--- src/rtl/assert_macros.svh ---
// Assertion helpers for the page replacement block.
`ifndef ASSERT_MACROS_SVH
`define ASSERT_MACROS_SVH

`ifndef SYNTHESIS
// Clocked check, switched off while reset is asserted.
`define PRRO_ASSERT(lbl, clk, rstn, prop, msg) \
  lbl: assert property (@(posedge clk) disable iff (!rstn) prop) else $error(msg);
// Clocked check that also holds during reset.
`define PRRO_ASSERT_ALWAYS(lbl, clk, prop, msg) \
  lbl: assert property (@(posedge clk) prop) else $error(msg);
`else
`define PRRO_ASSERT(lbl, clk, rstn, prop, msg)
`define PRRO_ASSERT_ALWAYS(lbl, clk, prop, msg)
`endif

`endif

--- src/rtl/prro_pkg.sv ---
`default_nettype none
package prro_pkg;

  localparam int MAX_PAGES   = 16;
  localparam int TRACE_DEPTH = 1024;
  localparam int PAGE_BITS   = 16;

  localparam int IDX_W   = (MAX_PAGES > 1) ? $clog2(MAX_PAGES) : 1;
  localparam int CNT_W   = $clog2(MAX_PAGES + 1);
  localparam int TADDR_W = $clog2(TRACE_DEPTH);
  localparam int TLEN_W  = $clog2(TRACE_DEPTH + 1);

  localparam int PAGE_W = 16;
  localparam int CAP_W  = 5;
  localparam int FCNT_W = 32;
  localparam int RCNT_W = 5;
  localparam int CFG_W  = 16;
  localparam int CFG_AW = 2;
  localparam int LFSR_W = 16;
  localparam int MCNT_W = $clog2(LFSR_W);

  localparam logic [LFSR_W-1:0] LFSR_MASK = 16'hB400;

  localparam logic [CFG_AW-1:0] CFG_CAPACITY = 2'd0;
  localparam logic [CFG_AW-1:0] CFG_SEED     = 2'd1;

  localparam logic CMD_ACCESS  = 1'b0;
  localparam logic CMD_RUN_OPT = 1'b1;

  typedef enum logic [3:0] {
    OP_NOP,
    OP_LATCH,
    OP_ACC_LOOK,
    OP_MOD_STEP,
    OP_ACC_REPL,
    OP_OPT_INIT,
    OP_RD_I,
    OP_LOAD_PG,
    OP_OPT_LOOK,
    OP_NEXT_I,
    OP_SCAN_RD,
    OP_SCAN_CMP,
    OP_VSEL_STEP,
    OP_OPT_REPL,
    OP_OUT
  } op_e;

  typedef struct packed {
    op_e op;
  } prro_cmd_t;

  typedef struct packed {
    logic is_opt;
    logic hit;
    logic room;
    logic mod_last;
    logic trace_end;
    logic scan_end;
    logic vsel_end;
    logic out_free;
  } prro_stat_t;

endpackage
`default_nettype wire

--- src/rtl/prro_ctrl.sv ---
`default_nettype none
module prro_ctrl (
  input  logic                  clk_i,
  input  logic                  rst_ni,
  input  logic                  in_valid_i,
  output logic                  in_stall_o,
  input  prro_pkg::prro_stat_t  stat_i,
  output prro_pkg::prro_cmd_t   cmd_o
);
  import prro_pkg::*;

  localparam logic [3:0] S_IDLE  = 4'd0;
  localparam logic [3:0] S_DISP  = 4'd1;
  localparam logic [3:0] S_MOD   = 4'd2;
  localparam logic [3:0] S_AREPL = 4'd3;
  localparam logic [3:0] S_RD    = 4'd4;
  localparam logic [3:0] S_PG    = 4'd5;
  localparam logic [3:0] S_OLOOK = 4'd6;
  localparam logic [3:0] S_NEXT  = 4'd7;
  localparam logic [3:0] S_SRD   = 4'd8;
  localparam logic [3:0] S_SCMP  = 4'd9;
  localparam logic [3:0] S_VSEL  = 4'd10;
  localparam logic [3:0] S_OREPL = 4'd11;
  localparam logic [3:0] S_OUT   = 4'd12;

  logic [3:0] state_q, state_d;

  always_ff @(posedge clk_i or negedge rst_ni) begin
    if (!rst_ni) begin
      state_q <= S_IDLE;
    end else begin
      state_q <= state_d;
    end
  end

  always_comb begin
    state_d    = state_q;
    cmd_o.op   = OP_NOP;
    in_stall_o = 1'b1;
    unique case (state_q)
      S_IDLE: begin
        in_stall_o = 1'b0;
        if (in_valid_i) begin
          cmd_o.op = OP_LATCH;
          state_d  = S_DISP;
        end
      end
      S_DISP: begin
        if (stat_i.is_opt) begin
          cmd_o.op = OP_OPT_INIT;
          state_d  = S_RD;
        end else begin
          cmd_o.op = OP_ACC_LOOK;
          state_d  = (stat_i.hit || stat_i.room) ? S_OUT : S_MOD;
        end
      end
      S_MOD: begin
        cmd_o.op = OP_MOD_STEP;
        if (stat_i.mod_last) state_d = S_AREPL;
      end
      S_AREPL: begin
        cmd_o.op = OP_ACC_REPL;
        state_d  = S_OUT;
      end
      S_RD: begin
        if (stat_i.trace_end) begin
          state_d = S_OUT;
        end else begin
          cmd_o.op = OP_RD_I;
          state_d  = S_PG;
        end
      end
      S_PG: begin
        cmd_o.op = OP_LOAD_PG;
        state_d  = S_OLOOK;
      end
      S_OLOOK: begin
        cmd_o.op = OP_OPT_LOOK;
        state_d  = (stat_i.hit || stat_i.room) ? S_NEXT : S_SRD;
      end
      S_NEXT: begin
        cmd_o.op = OP_NEXT_I;
        state_d  = S_RD;
      end
      S_SRD: begin
        if (stat_i.scan_end) begin
          state_d = S_VSEL;
        end else begin
          cmd_o.op = OP_SCAN_RD;
          state_d  = S_SCMP;
        end
      end
      S_SCMP: begin
        cmd_o.op = OP_SCAN_CMP;
        state_d  = S_SRD;
      end
      S_VSEL: begin
        cmd_o.op = OP_VSEL_STEP;
        if (stat_i.vsel_end) state_d = S_OREPL;
      end
      S_OREPL: begin
        cmd_o.op = OP_OPT_REPL;
        state_d  = S_NEXT;
      end
      S_OUT: begin
        if (stat_i.out_free) begin
          cmd_o.op = OP_OUT;
          state_d  = S_IDLE;
        end
      end
      default: state_d = S_IDLE;
    endcase
  end

endmodule
`default_nettype wire

--- config.mk ---
export PLATFORM = sky130hd
export DESIGN_NAME = prro_ctrl
export DESIGN_NICKNAME = d
export VERILOG_FILES = /design/src/rtl/assert_macros.svh /design/src/rtl/prro_pkg.sv /design/src/rtl/prro_ctrl.sv
export SDC_FILE = /design/constraint.sdc
export NUM_CORES = 1
export LEC_CHECK = 0
export BUFFER_PORTS_ARGS = -buffer_cell sky130_fd_sc_hd__buf_2
export CORE_AREA = 2 2 39 41
export DETAILED_ROUTE_END_ITERATION = 8
export DIE_AREA = 0 0 41 43
export PLACE_DENSITY_LB_ADDON = 0.12
export SLEW_MARGIN = 20
export SYNTH_ARGS = -nofsm -noshare
export SYNTH_HDL_FRONTEND = slang
export SYNTH_SLANG_ARGS = --single-unit
--- constraint.sdc ---
create_clock -name clk_i -period 1.1 [get_ports clk_i]
set_input_delay 0.11 -clock clk_i [delete_from_list [all_inputs] [get_ports clk_i]]
set_output_delay 0.11 -clock clk_i [all_outputs]
set_load 0.01 [all_outputs]
Word level (Yosys, flattened, before mapping)
Cells that the tools add are included.

word-level totals
  word-level logic and storage cells = 37
  output and inout bits = 5
  memory bits (read-only) = 0
  bits in latches = 0
  memories kept = 0
  bits in writable memories = 0
  register bits = 4

operators by class
  magnitude comparators = 0
  $mul = 0
  $add $sub $neg = 0
  reduce and logical (&&, ||, !) cells = 3
  div/mod/pow operators = 0
  bitwise gates (word level) = 0
  shift operators = 0
  multiplexer cells = 17
  equal/unequal tests = 16

operators with widths
  operator                                        count
  case mux 4 bit (13 select lines)                2
  2-to-1 mux 4 bit                                10
  == test 4 bit (second input constant)           5
  == test 4 x 3 -> 1 bit (second input constant)  4
  == test 4 x 2 -> 1 bit (second input constant)  2
  != test 2 bit (second input constant)           4
  2-to-1 mux 3 bit                                2
  == test 4 x 1 -> 1 bit (second input constant)  1
  logical NOT 4 bit                               1
  AND reduction 4 bit                             1
  2-to-1 mux 1 bit                                2
  2-to-1 mux 2 bit                                1
  logical OR 1 bit                                1

Longest topological paths before layout
Gate-level depths: netlist (run 1).

  depth in word-level cells = 4
  gate-level depth with buffers = 6
  mapped depth without buffers = 4

Worst setup path after synthesis (run 1)
OpenSTA, ideal clock, no wires.

  path kind = register to output
  start = register state_q[2]
  end = output port cmd_o[1] (netlist bit)
  arrival = 1.158 ns
  data required time = 0.990 ns
  stages on the path, launching flop included = 5
  path slack = -0.168 ns
  path through = dfrtp_1 buf_6 nand2b_1 o22a_1 o21ai_0

RTL lines
  item                    RTL line         source
  start, declared         prro_ctrl.sv:26  logic [3:0] state_q, state_d;
  start signal, assigned  prro_ctrl.sv:32  state_q <= state_d;
  end, declared           prro_ctrl.sv:8   output prro_pkg::prro_cmd_t cmd_o

==> impl_summary.md, run 1 <==
Timing
The max-slew violation count came to 0. Setup violations remaining at the end of the flow were counted as 9. The final hold violation count is 0. The maximum clock frequency is about 650 MHz. The worst slew margin relative to its limit is between 70% and 80%. Across all hold checks on the routed design, the worst slack comes to 0.189 ns. For the final database, setup skew stands at roughly 0.011 ns.

The setup slack of the critical path after layout is -0.427 ns. The share of the cycle needed by the critical path after routing is 139%. Setup repair after global routing could not meet its margin everywhere. The slew at the pin with the worst max-slew slack is 0.371 ns.

In the final timing run, aggregate negative setup slack is -2.78 ns. Subtracting the final worst setup slack from the clock period gives between 1.5 and 2 ns.

CTS
In this run the number of H-tree levels came out at 1. In this run the deepest clock path goes through 2 buffers. The number of buffers inserted during clock tree synthesis is 3. The CTS tree is yes. The clock reaches the later pin of the worst-skew pair after roughly 0.25 ns. The root buffer cell is clkbuf_4. The CTS clock-pin slew for the worst setup and hold paths is 0.05 ns.

The number of clock sinks is 4.

Synth
Counting flops with an async set or reset pin after synthesis yields a share of between 90% and 100%. The top flip-flop cell by instance count after synthesis is dfrtp_1. The synthesized design contains 4 register bits. Of the synthesized area, sequential elements account for 18.1%.

By area the synthesized netlist is led by dfrtp_1 (18%), nor2b_1 (6.8%), o21ai_0 (6.3%). Synthesis instantiated 31 different standard cells from the library. The post-synthesis instance area is 554 um^2. The synthesized design contains 0 enable-type register cells. The average footprint of a synthesized cell is 6.93 um^2. Synthesis produced 80 cells. The number of nets in the synthesized netlist is 91.

The cell taking the most area after synthesis is dfrtp_1. The proportion of netlist area held by the largest area contributor is between 10% and 20%. The Yosys step of the flow raised 0 warnings.

Finish
Compared with the post-synthesis result, the final layout area differs by 76.1%. The number of antenna diodes in the final layout is 0. The number of flip-flops in the largest register is 4. The layout net count is around 130. The largest registers in the layout are state_q: 4 flops. The number of filler cells placed in the layout is 110. The final cell utilization of the core is 70.5%. The layout cell share with drive strength beyond 1 is ~60%.

The largest register by flop count is state_q.

Worst setup path
The master of the slowest instance on the critical path is dfrtp_2. The number of buffers and inverters on the critical path is 2. The critical path goes through buf_4 > o22ai_1 > nand3b_1 > o21ai_2 > buf_2. The required time of the critical path is approximately 0.99 ns.

The startpoint type of the worst setup path is a flop. The largest delay contributor family on the critical path is flip-flops. The maximum net fanout on the critical path is 8. STA classifies the critical path endpoint as an output port. The critical path in this run is classified as reg -> out. The data arrival time of the worst path is 1.42 ns.

For this run, the slowest stage of the critical path takes 0.45 ns.

Route
The count of antenna-violating nets left after detailed routing is 0. The number of vias after detailed routing is between 700 and 800. The first TritonRoute pass finished after 4 iterations.

The routed wire length per instance is roughly 14 um. Dividing the detail-routed via count by the number of cells gives approximately 5.7. In this run, the number of DRC markers left after iteration 0 of detailed routing was 42.

The aggregate routed wire length is between 1500 and 2000 um. In the routed design, unresolved DRC markers number 0.

Floorplan
For this configuration, the core starts out at a cell density of about two fifths. The horizontal extent of the die is between 40 and 50 um. For this design the top-level I/O count stands at 16.

The vertical die dimension is around 43 um. The die covers 0.00176 mm^2. The total area inside the core boundary comes to 0.00138 mm^2.

The count of standard-cell rows is 14.

Placement
The total half-perimeter wirelength after legalization and detailed placement is between 1000 and 1500 um. Prior to clock tree synthesis, the placed netlist has a worst setup slack of -0.287 ns. The routability congestion estimate from global placement is 0.824.

The port buffer count is 15.

Min path
The worst hold-check path type is in -> async.

Global route
The pin count of the biggest net entering global routing is 21. The number of antenna violations at the first check in global routing is 0. Global routing finished with a remaining overflow of 0.

The via count of the first global-routing pass is slightly below 700. Global routing used approximately a quarter of the available tracks across all layers. The global-route wire length before repair is between 3000 and 4000 um.

Status
The checks that failed: setup timing. The flow ran to the end, but the final reports show violations.

Power and ir drop
The worst IR drop on VDD is roughly 1.5 mV. Summed over all cells, the static leakage comes to approximately 0.00043 uW. Power spread over the standard cell area amounts to roughly 3200 mW/mm^2.

Flow run
Across the run, the number of max-cap violations was 0.
cell usage after synthesis, types with 2 or more instances:
cell,count
a21oi_1,5
a31oi_1,2
buf_2,6
buf_4,2
dfrtp_1,4
inv_1,2
nand2_1,5
nand2b_1,2
nand3_1,3
nor2_1,9
nor2b_1,6
nor3_1,5
o21ai_0,7
o22ai_1,5
worst register-to-register path, delay by kind of cell (launching register included):
kind,cells,cell delay (ns)
flip-flops,1,0.46
AO/OA/AOI/OAI,3,0.68
buffers and inverters,1,0.15
cell type report:
class                           count  area [um^2]  share of cell area, %
Multi-Input combinational cell     65          474                   48.6
Timing Repair Buffer               45          348                   35.6
Sequential cell                     4          104                   10.6
Clock buffer                        3         22.5                   2.31
Tap cell                           16         20.0                   2.05
Inverter                            2         7.51                  0.769
final timing paths:
kind	to	depth (start not counted)	start	slack, ns
setup / recovery	cmd_o[1]	5	state_q[2]$_DFFE_PN0P_	-0.43
max in group asynchronous	state_q[2]$_DFFE_PN0P_	2	rst_ni	0.77
min in group clk_i	state_q[0]$_DFFE_PN0P_	3	stat_i[1]	0.25
hold reg to reg	state_q[2]$_DFFE_PN0P_	3	state_q[0]$_DFFE_PN0P_	0.74
hold / removal	state_q[1]$_DFFE_PN0P_	2	rst_ni	0.19
setup reg to reg	state_q[0]$_DFFE_PN0P_	4	state_q[3]$_DFFE_PN0P_	-0.28
where the power goes:
part           switching [uW]  leakage [uW]  internal (uW)  total (uW)
combinational            1170      0.000367           1350        2520
sequential                157     0.0000454            237         394
clock                    74.1     0.0000138            123         197
total                    1400      0.000426           1710        3110
routing by layer:
metal	global-route usage (%)	vias up	wire length (um)
met5	0	-	0
met4	8.00	0	42
met3	4.71	4	60
met2	40.0	24	960
met1	32.8	370	862
li1	-	375	-
cells by family after synthesis:
family / count (synthesis) / synth area share, %
AO/OA/AOI/OAI: 28 / 33.4
buffers and inverters: 11 / 11.5
multiplexers: 1 / 2.03
AND/OR/NAND/NOR: 36 / 35.0
flip-flops: 4 / 18.1
cell usage in the layout, fill, tap and decap left out, types with 3 or more instances in the layout:
cell type	synthesis	routed
buf_4	2	22
nand2_1	5	3
buf_6	1	6
o22ai_1	5	4
clkbuf_4	0	3
o21ai_1	0	4
a21oi_2	0	3
nor2_1	9	8
dfrtp_2	0	3
buf_2	6	14
nor3_2	1	4
nor2b_1	6	5
metrics by stage:
stage / instances / cell area (um^2) / power [uW]
2_1_floorplan: 80 / 604 / 1680
3_3_place_gp: 120 / 772 / 2230
3_5_place_dp: 120 / 772 / 2240
4_1_cts: 132 / 922 / 2830
5_1_grt: 135 / 976 / 3310
6_report: 135 / 976 / 3110
what timing repair did:
item | in CTS | in global routing
endpoints found under the setup margin | 9 | 9
pin swaps | 8 | 2
gates resized for setup | 20 | 9
hold buffers | 1 | 0
hold endpoints to repair | 4 | 0
setup buffers | 8 | 3
Power figures use the tool's default switching activity.
==> run 2: changes to the inputs <==
ABC_AREA = 1   (was default)
clock period = 1.75 ns   (was 1.1 ns; I/O delays follow)
==> run 2 against run 1 <==
The run now ends clean. Synthesized cell count increased by 10%. Count of clock-buffer cells in the layout unchanged. Highest routed layer is now met3. Routed wire length fell by 27%. Via count down 17%. Worst setup slack improved by 0.53 ns. Register-to-register slack better by 0.83 ns. Utilization decreased by 23 points. Area after synthesis fell by 10%. Non-clock buffer count fell by 27. Sequential share of layout area rose by 5.2 points. Clock skew shrank 0.0025 ns. Critical path type unchanged.
==> impl_summary.md, run 2 <==
Status
The flow ran to the end, and the final reports show no timing, DRC or antenna violations.

Finish
The layout cell share with drive strength beyond 1 came to 33.9% (-26 points). The layout net count is 122 (-7.6%). The final instance count without filler cells is 125 (-7.4%).

Leaving out fill and tap cells, the most frequent cell in the layout is nand2_1. The final cell utilization of the core was 47.8% (-23 points). The largest registers in the layout are state_q: 4 flops. The top cell types in the final layout, fill and taps aside, are nand2_1 (25), buf_2 (15), nand3_1 (11). The largest register by flop count is state_q.

The number of filler cells placed in the layout is 160 (+45%). The number of flip-flops in the largest register is 4 (unchanged). The final antenna diode count was 0 (unchanged). The growth of design area from synthesis to finish is 33.2%.

Power and ir drop
The worst IR drop on VDD came to 0.823 mV (-44%). The power per standard cell area is 1760 mW/mm^2 (-45%). The power share of the sequential group is 20.8% (+8.1 points). The combinational cell fraction of total power is 69.2% (-12 points). The switching share of total power is 54.6% (+9.6 points). The switching power summed over all nets is 637 uW (-54%). The static leakage is 0.000341 uW (-20%).

The part of the total power dissipated in the clock network is 10.0% (+3.7 points). The internal portion of total power is 529 uW (-69%).

Worst setup path
The master of the slowest instance on the critical path is dfrtp_2. The class of the most critical setup path is reg -> out. The number of stages on the worst setup path was 8 (+3). The startpoint of the worst-slack reg-to-reg timing path is state_q[0]$_DFFE_PN0P_. The delay of the slowest critical-path stage is 0.45 ns (about the same). The kind of capture point of the worst setup path is an output port. The worst setup path is launched from a flop. The number of buffers and inverters on the critical path is 2 (unchanged).

The flop-to-flop setup slack is 0.55 ns (+0.83 ns). The required time of the critical path came to 1.57 ns (+0.58 ns). The critical register-to-register path endpoint is state_q[0]$_DFFE_PN0P_.

The maximum net fanout on the critical path is 5 (-3). The worst setup path startpoint is state_q[2]$_DFFE_PN0P_. The largest delay contributor family on the critical path is flip-flops. The most critical setup path has its endpoint at cmd_o[2]. The number of cells traversed by the worst register-to-register path is 7 (+3). The data arrival time of the worst path is 1.47 ns (+0.05 ns). Walking the worst path, the cells encountered are inv_2 > nand2_2 > nor2_4 > nand2_1 > o21ai_1 > nor2_1 > nand3_1 > buf_2.

Synth
The count of synthesis-stage warnings from yosys is 0 (unchanged). The fraction of registers with async set/reset is 100% (unchanged). The average footprint of a synthesized cell is 5.64 um^2 (-19%). The cell with the most instances after synthesis is nand2_1.

The synthesized instance count is 88 (+10%). The biggest area contributor in the post-synthesis netlist is nand2_1. The number of synthesized register bits is 4 (unchanged). The fraction of the yosys area taken by sequential cells was 20.2% (+2.1 points).

The post-synthesis instance area is 497 um^2 (-10%). The top flip-flop cell by instance count after synthesis is dfrtp_1. In the post-synthesis netlist, the biggest area contributors are nand2_1 (20%), dfrtp_1 (20%), nand3_1 (11%). The proportion of synthesized area in mux cells is 0% (-2.0 points). The area fraction in compound gates after synthesis is 9.07% (-24 points).

The xor and xnor area share after synthesis is 0% (unchanged). The share of synthesized cell area in and, or, nand and nor gates came to 61.7% (+27 points). The count of cell types in the netlist is 13 (-58%). The synthesized net count came to 99 (+8.8%). Ranked by instance count, the synthesized netlist is headed by nand2_1 (27), nand3_1 (11), nor2_1 (10). After synthesis, the largest family of logic cells by area is simple AND/OR/NAND/NOR gates. The proportion of netlist area held by the largest area contributor is 20.4% (+2.3 points). The adder and majority cell fraction of the synthesized area is 0% (unchanged). The count of flip-flops with a built-in enable after synthesis is 0 (unchanged).

Timing
The worst slew margin relative to its limit is 78.6% (+3.5 points). The total negative slack for setup checks came to 0 ns (+2.78 ns). The minimum clock period is roughly 1.6 ns. The share of the cycle needed by the critical path after routing is 94.2%. The maximum clock frequency is 607 MHz. The setup-violating endpoint count in the final report is 0 (-9). The final hold violation count is 0 (unchanged). The max-slew violation count came to 0 (unchanged). The worst-case clock skew was 0.00887 ns (-0.00245 ns).

Setup repair after global routing left no endpoint under its margin. The slew at the pin with the worst max-slew slack is 0.318 ns (-0.0529 ns).

Global route
The via count of the first global-routing pass is 541 (-22%). The final global-route overflow total is 0 (unchanged). The pin count of the biggest net entering global routing is 9 (-57%). The number of antenna violations at the first check in global routing came to 0 (unchanged). The global-route wire length before repair came to 2230 um (-27%). The global-route usage over all layers came to 19.0% (-6.2 points).

Route
The number of vias after detailed routing is 641 (-17%). The initial DRC count is 31 (-26%). The aggregate routed wire length is 1410 um (-27%). The count of antenna-violating nets left after detailed routing came to 0 (unchanged).

The routed wire length per instance is 11.3 um (-21%). The average vias per placed instance came to 5.13 (-10%). The detailed-router iteration count before antenna repair is 4 (unchanged).

The post-detailed-route DRC marker count was 0 (unchanged).

CTS
The number of buffers on the longest clock path is 2 (unchanged). The CTS tree is yes. The number of clock sinks is 4 (unchanged). The number of buffers inserted during clock tree synthesis is 3 (unchanged).

The cell sitting at the root of the clock tree is a clkbuf_4. The CTS clock-pin slew for the worst setup and hold paths came to 0.04 ns (about the same). The clock latency reported for the late side of the worst-skew pair is 0.24 ns (about the same). The number of H-tree levels was 1 (unchanged).

Floorplan
The placeable core region is 0.00138 mm^2 (unchanged). The floorplan die area was 0.00176 mm^2 (unchanged). The vertical die dimension was 43 um (unchanged). The total I/O pin count was 16 (unchanged). The horizontal extent of the die came to 41 um (unchanged). The count of standard-cell rows came to 14 (unchanged). The starting density of the core came to 35.9% (-4.2 points).

Placement
The port buffer count is 15 (unchanged). The placed cell count is 119 (-0.83%). The total half-perimeter wirelength after legalization and detailed placement was 1120 um (-2.8%). The routability congestion estimate from global placement is 0.844 (+2.4%).

Min path
The min-delay analysis places its worst path in the category in -> reg.

Flow run
The count of max-cap constraint violations is 0 (unchanged).
-- run 2: changes by cell type in the layout (fill, tap and decap cells not counted), sizes merged, moves of 6 or more --
cell,before,now
buf,44,17
inv,2,12
nand3,3,11
nand2,5,27
nor2,9,16
nor2b,6,0
-- run 2: area by class of cell --
cell class / instances / area, um^2 / share of cell area [%]
multi-input combinational: 72 / 369 / 55.8
sequential: 4 / 105 / 15.9
timing repair buffer: 18 / 100 / 15.1
inverter: 12 / 45.0 / 6.81
clock buffer: 3 / 22.5 / 3.40
tap: 16 / 20.0 / 3.02
-- run 2: cell families (layout without fill, tap and decap cells) --
kind of cell / Yosys count / count (layout)
flip-flops: 4 / 4
buffers and inverters: 12 / 33
AO/OA/AOI/OAI: 9 / 9
AND/OR/NAND/NOR: 63 / 63
-- run 2: how the worst min path moves through the flow --
stage	from	to	slack, ns	cells after the start
2_1_floorplan	rst_ni	state_q[0]$_DFFE_PN0P_	-0.12	0
3_3_place_gp	rst_ni	state_q[1]$_DFFE_PN0P_	-0.02	1
3_5_place_dp	rst_ni	state_q[1]$_DFFE_PN0P_	-0.02	1
4_1_cts	stat_i[2]	state_q[1]$_DFFE_PN0P_	0.22	3
5_1_grt	stat_i[2]	state_q[1]$_DFFE_PN0P_	0.21	3
6_report	stat_i[2]	state_q[1]$_DFFE_PN0P_	0.23	3
-- run 2: stage by stage --
stage               worst slack (ns)  power [uW]  hold slack, ns  instance area (um^2)
floorplan                      0.506         746          -0.121                   497
global placement               0.235         976         -0.0176                   592
detailed placement             0.235         971         -0.0172                   592
CTS                          0.00694        1110           0.220                   629
global route                  0.0122        1280           0.215                   662
finish                         0.102        1170           0.231                   662
-- run 2: routing by layer --
metal,wire [um],vias up,share of wire [%],GRT usage (%)
li1,-,335,-,-
met1,625,277,44,24.5
met2,700,29,50,28.7
met3,86,0,6.1,7.85
met4,0,0,0,4.00
met5,0,-,0,0
-- run 2: repair_timing --
item	4_1_cts	5_1_grt
setup endpoints to repair	1	3
pin swaps	0	1
buffers inserted	0	2
resized for setup	1	8
endpoints found under the hold margin	4	0
hold buffers	1	0
-- run 2: worst reg2reg max path, cell delays in order, from the launching register on --
cell and delay (ns):
dfrtp_2 0.46, nor2_4 0.19, inv_2 0.06, nor2_2 0.10, nand2_1 0.09, nand3_1 0.08, nor2_1 0.06, nor2_1 0.09
-- run 2: power groups by stage --
stage / Sequential [uW] / Clock [uW] / Combinational [uW]
detailed placement: 227 / 0 / 744
finish: 243 / 116 / 807
CTS: 225 / 121 / 760
floorplan: 208 / 0 / 538
global placement: 225 / 0 / 751
global route: 250 / 132 / 900
==> run 3: changes to the inputs <==
ABC_AREA = 0   (was 1)
==> run 3 against run 2 <==
Sequential cell count unchanged. Count of clock-buffer cells in the layout is the same. Routed wire length is 6.5% higher. First-iteration DRC count shrank 71%. Hold slack better by 0.026 ns. Via count decreased by 0.62%. Die area stayed put. Critical path depth fell by 4. Largest power group unchanged.
==> impl_summary.md, run 3 (synthesized netlist as in run 1, its figures left out) <==
Timing
The worst-case clock skew came to 0.00450 ns (-0.00438 ns). The final hold violation count is 0 (unchanged). The share of the cycle needed by the critical path after routing is 92.9% (-1.2 points). The maximum clock frequency was 615 MHz (+1.3%). The worst slew margin relative to its limit was 80.7% (+2.1 points). The setup-violating endpoint count in the final report is 0 (unchanged).

Setup repair after global routing left no endpoint under its margin. The max-slew violation count came to 0 (unchanged). The total negative slack for setup checks is 0 ns (unchanged). The minimum clock period is 1.63 ns (-0.0213 ns). The slew at the pin with the worst max-slew slack is 0.288 ns (-0.0305 ns).

Worst setup path
The setup path with the least slack is of type reg -> out. The flop-to-flop setup slack is 0.39 ns (-0.16 ns). The signal on the critical path passes through nand2b_1 > o22a_1 > o21ai_0 > buf_2. The number of stages on the worst setup path is 4 (-4). The worst setup path is launched from a flop.

The required time of the critical path was 1.57 ns (about the same). The maximum net fanout on the critical path was 11 (+6). The master of the slowest instance on the critical path is dfrtp_2. The worst setup path is captured at an output port.

The number of cells traversed by the worst register-to-register path was 3 (-4). The delay of the slowest critical-path stage is 0.47 ns (+0.02 ns). The largest delay contributor family on the critical path is flip-flops. The data arrival time of the worst path is 1.45 ns (-0.02 ns). The number of buffers and inverters on the critical path is 1 (-1).

CTS
The CTS clock-pin slew for the worst setup and hold paths is 0.04 ns (about the same). The number of buffers on the longest clock path came to 2 (unchanged). The number of post-CTS setup repair buffers is 0 (unchanged).

The CTS tree is yes. The number of H-tree levels is 1 (unchanged). The number of buffers inserted during clock tree synthesis is 3 (unchanged). The clock latency reported for the late side of the worst-skew pair came to 0.24 ns (about the same). The cell sitting at the root of the clock tree is a clkbuf_4. The number of clock sinks was 4 (unchanged).

Finish
The final antenna diode count came to 0 (unchanged). The most frequent standard cell in the layout excluding fill and tap cells is buf_2. The final instance count without filler cells came to 111 (-11%). The number of filler cells placed in the layout is 156 (-2.5%).

The number of flip-flops in the largest register is 4 (unchanged). Relative to the synthesized area, the layout overhead comes to 23.5%. The library cells used most frequently in the layout, excluding fill and tap cells, are buf_2 (15), nor2_1 (9), o21ai_0 (7). The largest registers in the layout are state_q: 4 flops. The summed area of non-filler cells in the final layout came to 684 um^2 (+3.4%). Ranked by flip-flop count, first place goes to state_q. The layout net count is 108 (-11%).

The flip-flop and latch area is 105 um^2 (unchanged). The layout cell share with drive strength beyond 1 is 32.6% (-1.3 points). The area occupied by multi-input gates is 390 um^2 (+5.8%).

Power and ir drop
The power per standard cell area is 1910 mW/mm^2 (+8.1%). The static leakage was 0.000274 uW (-20%). The combinational cell fraction of total power is 67.9% (-1.3 points).

The internal portion of total power is 663 uW (+25%). The switching power summed over all nets is 641 uW (+0.63%). The total power after layout is 1300 uW (+12%). The part of the total power dissipated in the clock network is 9.0% (-1.0 points). The switching share of total power was 49.2% (-5.5 points). The worst IR drop on VDD is 0.882 mV (+7.2%).

The power share of the sequential group is 23.1% (+2.3 points).

Route
The average vias per placed instance is 5.74 (+12%). The aggregate routed wire length came to 1500 um (+6.5%). The initial DRC count was 9 (-71%). The detailed-router iteration count before antenna repair is 4 (unchanged). The number of vias after detailed routing is 637 (-0.62%). The post-detailed-route DRC marker count came to 0 (unchanged). The count of antenna-violating nets left after detailed routing is 0 (unchanged). The routed wire length per instance was 13.5 um (+20%).

Floorplan
The horizontal extent of the die is 41 um (unchanged). The count of standard-cell rows is 14 (unchanged). The floorplan die area is 0.00176 mm^2 (unchanged). The vertical die dimension came to 43 um (unchanged). The total I/O pin count came to 16 (unchanged).

The placeable core region is 0.00138 mm^2 (unchanged). The starting density of the core is 40.1% (+4.2 points).

Status
The flow ran to the end, and the final reports show no timing, DRC or antenna violations.

Global route
The via count of the first global-routing pass was 559 (+3.3%). The global-route usage over all layers is 20.0% (+0.99 points). The final global-route overflow total was 0 (unchanged).

The number of antenna violations at the first check in global routing is 0 (unchanged). The pin count of the biggest net entering global routing is 19 (+10). The global-route wire length before repair is 2440 um (+9.6%).

Placement
The placed cell count was 107 (-10%). The routability congestion estimate from global placement came to 0.733 (-13%). The total half-perimeter wirelength after legalization and detailed placement came to 1130 um (+0.16%). The port buffer count is 15 (unchanged). The total placed instance area was 643 um^2 (+8.7%).

Min path
The instance count along the most critical hold path is 3 (unchanged). The path class of the tightest hold or removal check is in -> reg.

Flow run
The count of max-cap constraint violations is 0 (unchanged).
## run 3: power groups by stage
stage / registers, uW / logic, uW / clock network, uW
global route: 321 / 991 / 127
global placement: 289 / 873 / 0
finish: 302 / 885 / 117
CTS: 289 / 886 / 119
detailed placement: 287 / 883 / 0
floorplan: 162 / 761 / 0
## run 3: worst paths after layout
kind                                        startpoint                endpoint
worst min-delay path                         stat_i[1]  state_q[0]$_DFFE_PN0P_
max in group asynchronous                       rst_ni  state_q[0]$_DFFE_PN0P_
worst max-delay path            state_q[2]$_DFFE_PN0P_                cmd_o[1]
worst min register to register  state_q[2]$_DFFE_PN0P_  state_q[1]$_DFFE_PN0P_
worst max register to register  state_q[3]$_DFFE_PN0P_  state_q[1]$_DFFE_PN0P_
min in group asynchronous                       rst_ni  state_q[2]$_DFFE_PN0P_
## run 3: cell type report
type                            count  share of cell area, %
Inverter                            2                   1.10
Clock buffer                        3                   3.29
Timing Repair Buffer               21                   20.3
Tap cell                           16                   2.93
Multi-Input combinational cell     65                   57.0
Sequential cell                     4                   15.4
## run 3: per-layer routing
metal | global-route usage, % | vias up | part of all wire [%]
met5 | 0 | - | 0
met4 | 6.00 | 0 | 0
met3 | 3.14 | 0 | 2.7
met2 | 29.7 | 11 | 49
met1 | 28.7 | 297 | 48
li1 | - | 329 | -
## run 3: timing repair
action / in CTS / in global routing
setup endpoints to repair: 1 / 4
hold endpoints to repair: 4 / 0
gates resized for setup: 1 / 4
hold buffers: 1 / 0
## run 3: through the flow
step | hold WS [ns] | worst slack [ns] | util, %
3_3_place_gp | -0.0158 | 0.273 | 46.5
6_report | 0.257 | 0.124 | 49.5
3_5_place_dp | -0.0161 | 0.245 | 46.5
2_1_floorplan | -0.121 | 0.417 | -
5_1_grt | 0.271 | 0.00375 | 49.5
4_1_cts | 0.255 | 0.00768 | 48.9
## run 3: worst min-delay path, delay by kind of cell
kind / cells / cell delay, ns
compound gates: 2 / 0.17
buf+inv: 1 / 0.10
